`src/design/uhc_pkg.sv`:
```
// ----------------------------------------------------------------------------
// uhc_pkg
// Shared types and constants for the IPv4/UDP header checker.
// ----------------------------------------------------------------------------
package uhc_pkg;

   localparam int MaxPacketBytes = 2048;
   localparam int CountW         = $clog2(MaxPacketBytes + 1);
   // Position compares must reach header length + 5 (up to 65)
   localparam int PosW           = (CountW > 7) ? CountW : 7;
   localparam int WideW          = 17;

   localparam logic [3:0]  IhlMask     = 4'hf;
   localparam logic [15:0] SumGood     = 16'hFFFF;
   localparam int          MinIpBytes  = 20;
   localparam int          UdpHdrBytes = 8;

   typedef enum logic [2:0] {
      STATUS_OK         = 3'd0,
      STATUS_SHORT      = 3'd1,
      STATUS_TOTAL_LEN  = 3'd2,
      STATUS_NO_UDP     = 3'd3,
      STATUS_UDP_SHORT  = 3'd4,
      STATUS_UDP_OVERRUN= 3'd5,
      STATUS_CHECKSUM   = 3'd6,
      STATUS_OVERFLOW   = 3'd7
   } status_type;

   typedef struct packed {
      logic [7:0] packet_byte;
      logic       last_byte;
   } req_type;

   typedef struct packed {
      status_type  status;
      logic [31:0] source_address;
      logic [15:0] source_port;
      logic [6:0]  payload_offset;
      logic [15:0] payload_length;
   } rsp_type;

   // Parser state at the end of one buffer
   typedef struct packed {
      logic              overflow;
      logic [CountW-1:0] byte_count;
      logic [5:0]        header_length;
      logic [15:0]       total_length;
      logic [15:0]       datagram_length;
      logic [15:0]       header_sum;
      logic [31:0]       address;
      logic [15:0]       port;
   } snap_type;

endpackage

```
`src/design/uhc_parser.sv`:
```
// ----------------------------------------------------------------------------
// uhc_parser
// Per-byte field capture and header sum; registers a snapshot on the last beat.
// ----------------------------------------------------------------------------
module uhc_parser
   import uhc_pkg::*;
(
   input  logic     clock,
   input  logic     reset,
   input  logic     in_valid,
   output logic     in_ready,
   input  req_type  in_data,
   output logic     snap_valid,
   input  logic     snap_ready,
   output snap_type snap_data
);

   logic [CountW-1:0] count_ff, count_in;
   logic [5:0]        hl_ff, hl_in;
   logic [15:0]       total_ff, total_in;
   logic [15:0]       dlen_ff, dlen_in;
   logic [15:0]       sum_ff, sum_in;
   logic [7:0]        hold_ff, hold_in;
   logic [31:0]       addr_ff, addr_in;
   logic [15:0]       port_ff, port_in;
   logic              ovf_ff, ovf_in;
   logic              snap_valid_ff, snap_valid_in;
   snap_type          snap_ff, snap_in;

   logic              fire;
   logic              take;
   logic [PosW-1:0]   pos;
   logic [PosW-1:0]   hl_pos;
   logic [5:0]        hl_cur;
   logic [7:0]        b;
   logic [16:0]       sum_wide;

   assign in_ready   = !snap_valid_ff || snap_ready;
   assign fire       = in_valid && in_ready;
   assign b          = in_data.packet_byte;
   assign take       = !ovf_ff && (count_ff < CountW'(MaxPacketBytes));
   assign pos        = PosW'(count_ff);
   assign hl_cur     = (count_ff == '0) ? {b[3:0] & IhlMask, 2'b00} : hl_ff;
   assign hl_pos     = PosW'(hl_cur);
   assign sum_wide   = {1'b0, sum_ff} + {1'b0, hold_ff, b};
   assign snap_valid = snap_valid_ff;
   assign snap_data  = snap_ff;

   always_comb begin
      count_in = count_ff;
      hl_in    = hl_ff;
      total_in = total_ff;
      dlen_in  = dlen_ff;
      sum_in   = sum_ff;
      hold_in  = hold_ff;
      addr_in  = addr_ff;
      port_in  = port_ff;
      ovf_in   = ovf_ff;
      if (fire) begin
         if (take) begin
            hl_in    = hl_cur;
            count_in = count_ff + 1'b1;
            if (pos == PosW'(2)) total_in[15:8] = b;
            else if (pos == PosW'(3)) total_in[7:0] = b;
            if (pos >= PosW'(12) && pos <= PosW'(15)) addr_in = {addr_ff[23:0], b};
            if (pos == hl_pos) port_in[15:8] = b;
            else if (pos == hl_pos + PosW'(1)) port_in[7:0] = b;
            if (pos == hl_pos + PosW'(4)) dlen_in[15:8] = b;
            else if (pos == hl_pos + PosW'(5)) dlen_in[7:0] = b;
            if (pos < hl_pos) begin
               if (!pos[0]) begin
                  hold_in = b;
               end else begin
                  // end-around carry: subtracting 0xFFFF is adding one
                  sum_in = sum_wide[16] ? (sum_wide[15:0] + 16'd1) : sum_wide[15:0];
               end
            end
         end else begin
            ovf_in = 1'b1;
         end
      end
   end

   always_comb begin
      snap_in.overflow        = ovf_in;
      snap_in.byte_count      = count_in;
      snap_in.header_length   = hl_in;
      snap_in.total_length    = total_in;
      snap_in.datagram_length = dlen_in;
      snap_in.header_sum      = sum_in;
      snap_in.address         = addr_in;
      snap_in.port            = port_in;
      snap_valid_in = snap_valid_ff && !snap_ready;
      if (fire && in_data.last_byte) snap_valid_in = 1'b1;
   end

   always_ff @(posedge clock) begin
      if (reset || (fire && in_data.last_byte)) begin
         count_ff <= '0;
         hl_ff    <= '0;
         total_ff <= '0;
         dlen_ff  <= '0;
         sum_ff   <= '0;
         hold_ff  <= '0;
         addr_ff  <= '0;
         port_ff  <= '0;
         ovf_ff   <= 1'b0;
      end else begin
         count_ff <= count_in;
         hl_ff    <= hl_in;
         total_ff <= total_in;
         dlen_ff  <= dlen_in;
         sum_ff   <= sum_in;
         hold_ff  <= hold_in;
         addr_ff  <= addr_in;
         port_ff  <= port_in;
         ovf_ff   <= ovf_in;
      end
      if (reset) begin
         snap_valid_ff <= 1'b0;
      end else begin
         snap_valid_ff <= snap_valid_in;
      end
      if (fire && in_data.last_byte) snap_ff <= snap_in;
   end

   a_clear_after_last: assert property (@(posedge clock) disable iff (reset)
      (fire && in_data.last_byte) |=> (count_ff == '0 && !ovf_ff))
      else $error("parser state not cleared after last beat");

   a_count_bound: assert property (@(posedge clock) disable iff (reset)
      count_ff <= CountW'(MaxPacketBytes))
      else $error("byte count past limit");

   a_overflow_freezes: assert property (@(posedge clock) disable iff (reset)
      (ovf_ff && !(fire && in_data.last_byte)) |=> $stable(count_ff))
      else $error("byte count moved after overflow");

endmodule

```
`config.mk`:
```
export PLATFORM = sky130hd
export DESIGN_NAME = uhc_parser
export DESIGN_NICKNAME = d
export VERILOG_FILES = /design/src/design/uhc_pkg.sv /design/src/design/uhc_parser.sv
export SDC_FILE = /design/constraint.sdc
export NUM_CORES = 1
export LEC_CHECK = 0
export BUFFER_PORTS_ARGS = -buffer_cell sky130_fd_sc_hd__buf_2
export CAP_MARGIN = 15
export CORE_UTILIZATION = 62
export DETAILED_ROUTE_END_ITERATION = 8
export GPL_TIMING_DRIVEN = 0
export HOLD_SLACK_MARGIN = 0.06
export PLACE_DENSITY = 0.85
export SYNTH_ARGS = -nofsm -noshare
export SYNTH_HDL_FRONTEND = slang
export SYNTH_SLANG_ARGS = --single-unit
```
`constraint.sdc`:
```
create_clock -name clock -period 10.9 [get_ports clock]
set_clock_uncertainty 0.1 [all_clocks]
set_input_delay 1.09 -clock clock [delete_from_list [all_inputs] [get_ports clock]]
set_output_delay 1.09 -clock clock [all_outputs]
set_load 0.01 [all_outputs]
```
# Word-level counts from Yosys, hierarchy flattened
# Index checks and enable logic that the tools add are counted.
word_totals:
  mem_bits_ro: 0
  latchBits: 0
  input_bits: 13
  elab_cells: 78
  mem_count: 0
  reg_bits: 239
  mem_bits_rw: 0
classes:
  n_mul: 0
  shift: 0
  n_eq_ne: 6
  div_mod_pow: 0
  muxes: 31
  bitwise_logic: 1
  reduce_logical: 12
  n_lt_le_gt_ge: 4
  addsub: 6
ops:
  columns: ["operator", "count"]
  rows:
  - ["two-way mux 16 bit", 11]
  - ["two-way mux 32 bit", 3]
  - ["two-way mux 8 bit", 9]
  - ["== test 12 x 7 -> 1 bit", 3]
  - ["== test 12 x 2 -> 1 bit (second input constant)", 2]
  - ["two-way mux 12 bit", 2]
  - ["two-way mux 6 bit", 3]
  - ["adder 16 x 16 -> 17 bit", 1]
  - ["adder 16 x 1 -> 16 bit (second input constant)", 1]
  - ["adder 6 x 3 -> 7 bit (second input constant)", 2]
  - ["adder 12 x 1 -> 12 bit (second input constant)", 1]
  - ["== test 12 x 6 -> 1 bit", 1]
  - ["greater-or-equal comparator 12 x 4 -> 1 bit (second input constant)", 1]
  - ["less-or-equal comparator 12 x 4 -> 1 bit (second input constant)", 1]
  - ["logical NOT 12 bit", 1]
  - ["less-than comparator 12 bit (second input constant)", 1]
  - ["less-than comparator 12 x 6 -> 1 bit", 1]
  - ["adder 6 x 1 -> 7 bit (second input constant)", 1]
  - ["logical AND 1 bit", 5]
  - ["AND reduction 4 bit", 1]
  - ["logical NOT 1 bit", 3]
  - ["two-way mux 1 bit", 3]
  - ["logical OR 1 bit", 2]
  - ["inverter 1 bit", 1]

# Logic depth before layout (Yosys ltp)
depth:
  depth_word: 8
  ltp_mapped: 15
  ltp_nobuf: 14

# Worst setup path after synthesis
# No wires, ideal clock.
synth_path:
  path_type: "input to register"
  startpoint: "in snap_ready"
  endpoint: "reg snap_ff, in the netlist snap_data[0], enable pin"
  cell_stages: 4
  setup_slack_ns: 6.520
  arrival_ns: 3.811
  path_cell_list: "nand2b_1 > and2_1 > nand2_1 > inv_1"
synth_via:
  elab_chain_len: 3
synth_lines:
  columns: ["element", "line_no", "rtl"]
  rows:
  - ["from (decl)", "uhc_parser.sv:14", "input logic snap_ready,"]
  - ["logical OR 1 bit", "uhc_parser.sv:38", "assign in_ready = !snap_valid_ff || snap_ready;"]
  - ["logical AND 1 bit", "uhc_parser.sv:39", "assign fire = in_valid && in_ready;"]
  - ["logical AND 1 bit", "uhc_parser.sv:124", "if (fire && in_data.last_byte) snap_ff <= snap_in;"]
  - ["to (signal assigned)", "uhc_parser.sv:124", null]
  - ["to (decl)", "uhc_parser.sv:28", "snap_type snap_ff, snap_in;"]
# No other way between the ends.
# A chain may end at the register's enable or synchronous reset.

# Worst setup path after layout
layout_path:
  startpoint: "reg count_ff[5]"
  endpoint: "reg port_ff[6]"
layout_via:
  elab_chain_len: 8
  word_cells_on_any_way: 11
layout_lines:
  columns: ["element", "line_no", "rtl"]
  rows:
  - ["from (decl)", "uhc_parser.sv:18", "logic [CountW-1:0] count_ff, count_in;"]
  - ["from (signal assigned)", "uhc_parser.sv:109", "count_ff <= count_in;"]
  - ["logical NOT 12 bit", "uhc_parser.sv:43", "assign hl_cur = (count_ff == '0) ? {b[3:0] & IhlMask, 2'b00} : hl_ff;"]
  - ["two-way mux 6 bit", "uhc_parser.sv:43", null]
  - ["adder 6 x 1 -> 7 bit", "uhc_parser.sv:67", "else if (pos == hl_pos + PosW'(1)) port_in[7:0] = b;"]
  - ["== test 12 x 7 -> 1 bit", "uhc_parser.sv:67", null]
  - ["two-way mux 8 bit", "uhc_parser.sv:67", null]
  - ["two-way mux 8 bit", "uhc_parser.sv:66", "if (pos == hl_pos) port_in[15:8] = b;"]
  - ["two-way mux 16 bit (*)", "uhc_parser.sv:60", "if (take) begin"]
  - ["two-way mux 16 bit (*)", "uhc_parser.sv:59", "if (fire) begin"]
  - ["net port_in[6]", "uhc_parser.sv:25", "logic [15:0] port_ff, port_in;"]
  - ["to (signal assigned)", "uhc_parser.sv:116", "port_ff <= port_in;"]
  - ["to (decl)", "uhc_parser.sv:25", null]
# The timed path passes the listed nets; every way through them passes the cells marked *.

==> flow_summary.toml <==
[placement]
finalWeightedCongestion = 0.8999
dp_slack_ns = 6.195
portBuffers = 129
dp_hpwl_mm = 16.18

[yosys]
synth_top_flop_cell = "dfxtp_1"
synth_compound_area_share_pct = 8.612
synth_top_area_share_pct = 33.34
synth_simple_gate_area_share_pct = 18.18
ys_async_sr_fraction_pct = 0
synth_area_leaders = "edfxtp_1 33%, dfxtp_1 24%, mux2_2 5.7%"
synth_fa_ha_area_share_pct = 3.575
yosys_warnings = 0
netlist_area_um2 = 10360
netlist_top_cells_count = "149 x nand2_1, 124 x dfxtp_1, 115 x edfxtp_1, 70 x nor2b_1, 59 x a21oi_1"
postSynthNetCount = 972
synth.most_common_cell = "nand2_1"
synth_seq_cells = 239
synthCells = 930
synthMuxAreaShare_pct = 7.428
synth_cell_type_count = 69
yosys.area.top_type = "edfxtp_1"
synth_xor_area_share_pct = 2.875
synth_top_family_by_area = "simple AND/OR/NAND/NOR gates"
syn_area_per_cell_um2 = 11.14
synth_enable_flop_cells = 115
ys_seq_area_share_pct = 57.30

[power_and_ir_drop]
leakage_nw = 4.922
p_per_area_nw_per_um2 = 163.4
vdd_drop_max_mv = 0.1546

[cts]
post-cts-setup-buffers = 0
cts_max_path_buffers = 3
cts.clk_slew.worst_paths_ns = 0.06
root_buffer = "clkbuf_16"
h-tree-depth = 1
cts.sinks = 239
worstSkewPairLatency_ns = 0.52
cts_tree = "done"
cts-resized-gates = 0
cts_hold_buf = 0
cts_buffers = 24

[outcome]
outcome = "complete, no violations"

[floorplan]
initial_utilization_pct = 64.28
die_h_um = 131.3
boundaryPins = 130
num_rows = 46
die_area_um2 = 17230
core_area_um2 = 16120
die_w_um = 131.3

[drt]
wl_mm = 23.39
drt-pass1-iter-count = 5
post_drt_wl_per_cell_um = 17.70
drtIter0Drc = 549
drcViolationCount = 0
drtAntennaViolNets = 0
vias = 7635
vias_per_cell = 5.780

[global_routing]
grt_pass1_vias = 7357
grt_first_pass_wirelength_mm = 36.83
grt_max_degree = 61
overflow = 0
antenna_found_initial = 0
track_usage_pct = 26.75

[sta]
finalSetupViolations = 0
worstMarginPinSlew_ns = 1.095
period_needed_ns = 4.498
rsz0062_at_grt = "no"
finalSetupTns_ns = 0
fmax_mhz = 222.3
hold_violations = 0
fin_ws_ns = 6.402
slew-limit-headroom_pct = 27.00
drv_slew = 0
holdWs_ns = 0.3676
finalCritPeriodShare_pct = 41.26

[worst_setup_path]
critical_path.max_fanout = 10
r2r_cells = 13
crit_start = "count_ff[5]"
r2r-end = "port_ff[6]"
rr_startpoint = "count_ff[5]"
cp-end-kind = "register"
worst_path_max_delay_cell = "nor4_4"
startpoint_type = "register"
path_cells = "buf_2 > nor4_2 > nand4_2 > buf_2 > and2_1 > ha_1 > xor2_1 > or4_4 > o21bai_1 > or4_4 > nor4_4 > mux2_2 > and2b_1"
cp_data_arrival_time_ns = 4.81
r2r_setup_slack_ns = 6.40
critPathMaxStageDelay_ns = 0.57
cp.required_ns = 11.21
path_class = "reg -> reg"
crit_end = "port_ff[6]"

[layout]
multi_input_area_um2 = 4213
antenna_cells = 0
finalNetCount = 1129
fill_cells = 1078
syn_to_final_growth_pct = 16.72
layout-drive-gt1-share_pct = 22.08
seqCellArea_um2 = 5936

[job]
maxCapViolCount = 0

[min_path]
hold_path_class = "reg -> reg"
[metal layers]
layer  global-route usage [%]  vias up  part of all wire, %
li1                         -     3638                    -
met1                    34.12     3658                   42
met2                    45.45      286                   48
met3                    5.710       53                  7.3
met4                    8.592        0                  2.8
met5                        0        -                    0
[final cells by class]
| class | instances | area share, % |
|---|---|---|
| clock inverter | 17 | 1.200 |
| clock buffer | 27 | 5.236 |
| sequential | 239 | 49.09 |
| buffer | 37 | 1.180 |
| inverter | 18 | 0.5795 |
| tap | 216 | 2.235 |
| multi-input combinational | 636 | 34.84 |
| timing repair buffer | 131 | 5.630 |
[worst max-delay path, delay by kind of cell, from the launching register on]
family	cells	cell delay [ns]
multiplexers	1	0.43
adder cells (fa/ha/maj)	1	0.30
XOR/XNOR	1	0.15
AO/OA/AOI/OAI	1	0.18
flip-flops	1	0.31
AND/OR/NAND/NOR	7	2.51
buffers and inverters	2	0.42
[flip-flops by register name, summed over array words and instances, names as in the netlist]
signal / cells
addr_ff: 32
count_ff: 12
dlen_ff: 16
hl_ff: 6
hold_ff: 8
ovf_ff: 1
port_ff: 16
snap_data: 115
snap_valid: 1
sum_ff: 16
total_ff: 16
[through the flow]
stage / area (µm²) / total power, mW / util (%) / std cells
2_1_floorplan: 10360 / 1.124 / - / 930
3_3_place_gp: 11270 / 1.180 / 69.96 / 1275
3_5_place_dp: 11300 / 1.183 / 70.15 / 1276
4_1_cts: 12080 / 1.981 / 74.98 / 1320
5_1_grt: 12090 / 2.033 / 75.02 / 1321
6_report: 12090 / 1.976 / 75.02 / 1321
[layout by cell type, fill, tap and decap left out, types with 7 or more instances in the layout]
cell type  Yosys  routed
mux2i_1       17      17
clkbuf_1      32      34
or3_1          7       7
and2b_1        8       8
nor2b_1       70      70
nand2_1      149     149
nor2_1        42      42
a21oi_1       59      59
o21ai_0       26      26
edfxtp_1     115     115
buf_2          3     132
nor3_1        14      14
clkbuf_16      0      25
ha_1          28      28
mux2_2        52      52
xnor2_1       21      21
xor2_1        13      13
inv_1         18      17
nand3_1       10      10
dfxtp_1      124     124
[how the worst min path moves through the flow]
stage                           start          end  slack (ns)  cells past startpoint
after floorplan           addr_ff[24]  addr_ff[24]        0.34                      2
after global placement    addr_ff[24]  addr_ff[24]        0.35                      2
after detailed placement  addr_ff[28]  addr_ff[28]        0.36                      2
after CTS                 addr_ff[28]  addr_ff[28]        0.37                      2
after global routing      addr_ff[29]  addr_ff[29]        0.40                      2
final                     addr_ff[28]  addr_ff[28]        0.37                      2
[where the power goes]
group / leakage (nW) / switching (mW) / total, mW / internal (mW)
sequential: 2.09 / 0.0102 / 0.979 / 0.968
combinational: 2.45 / 0.119 / 0.189 / 0.0698
clock: 0.380 / 0.341 / 0.808 / 0.468
[cells by family after synthesis]
logic type               Yosys count
flip-flops                       239
AO/OA/AOI/OAI                    141
multiplexers                      70
AND/OR/NAND/NOR                  362
buffers and inverters             55
XOR/XNOR                          34
adder cells (fa/ha/maj)           29
(Power assumes the default switching activity.)
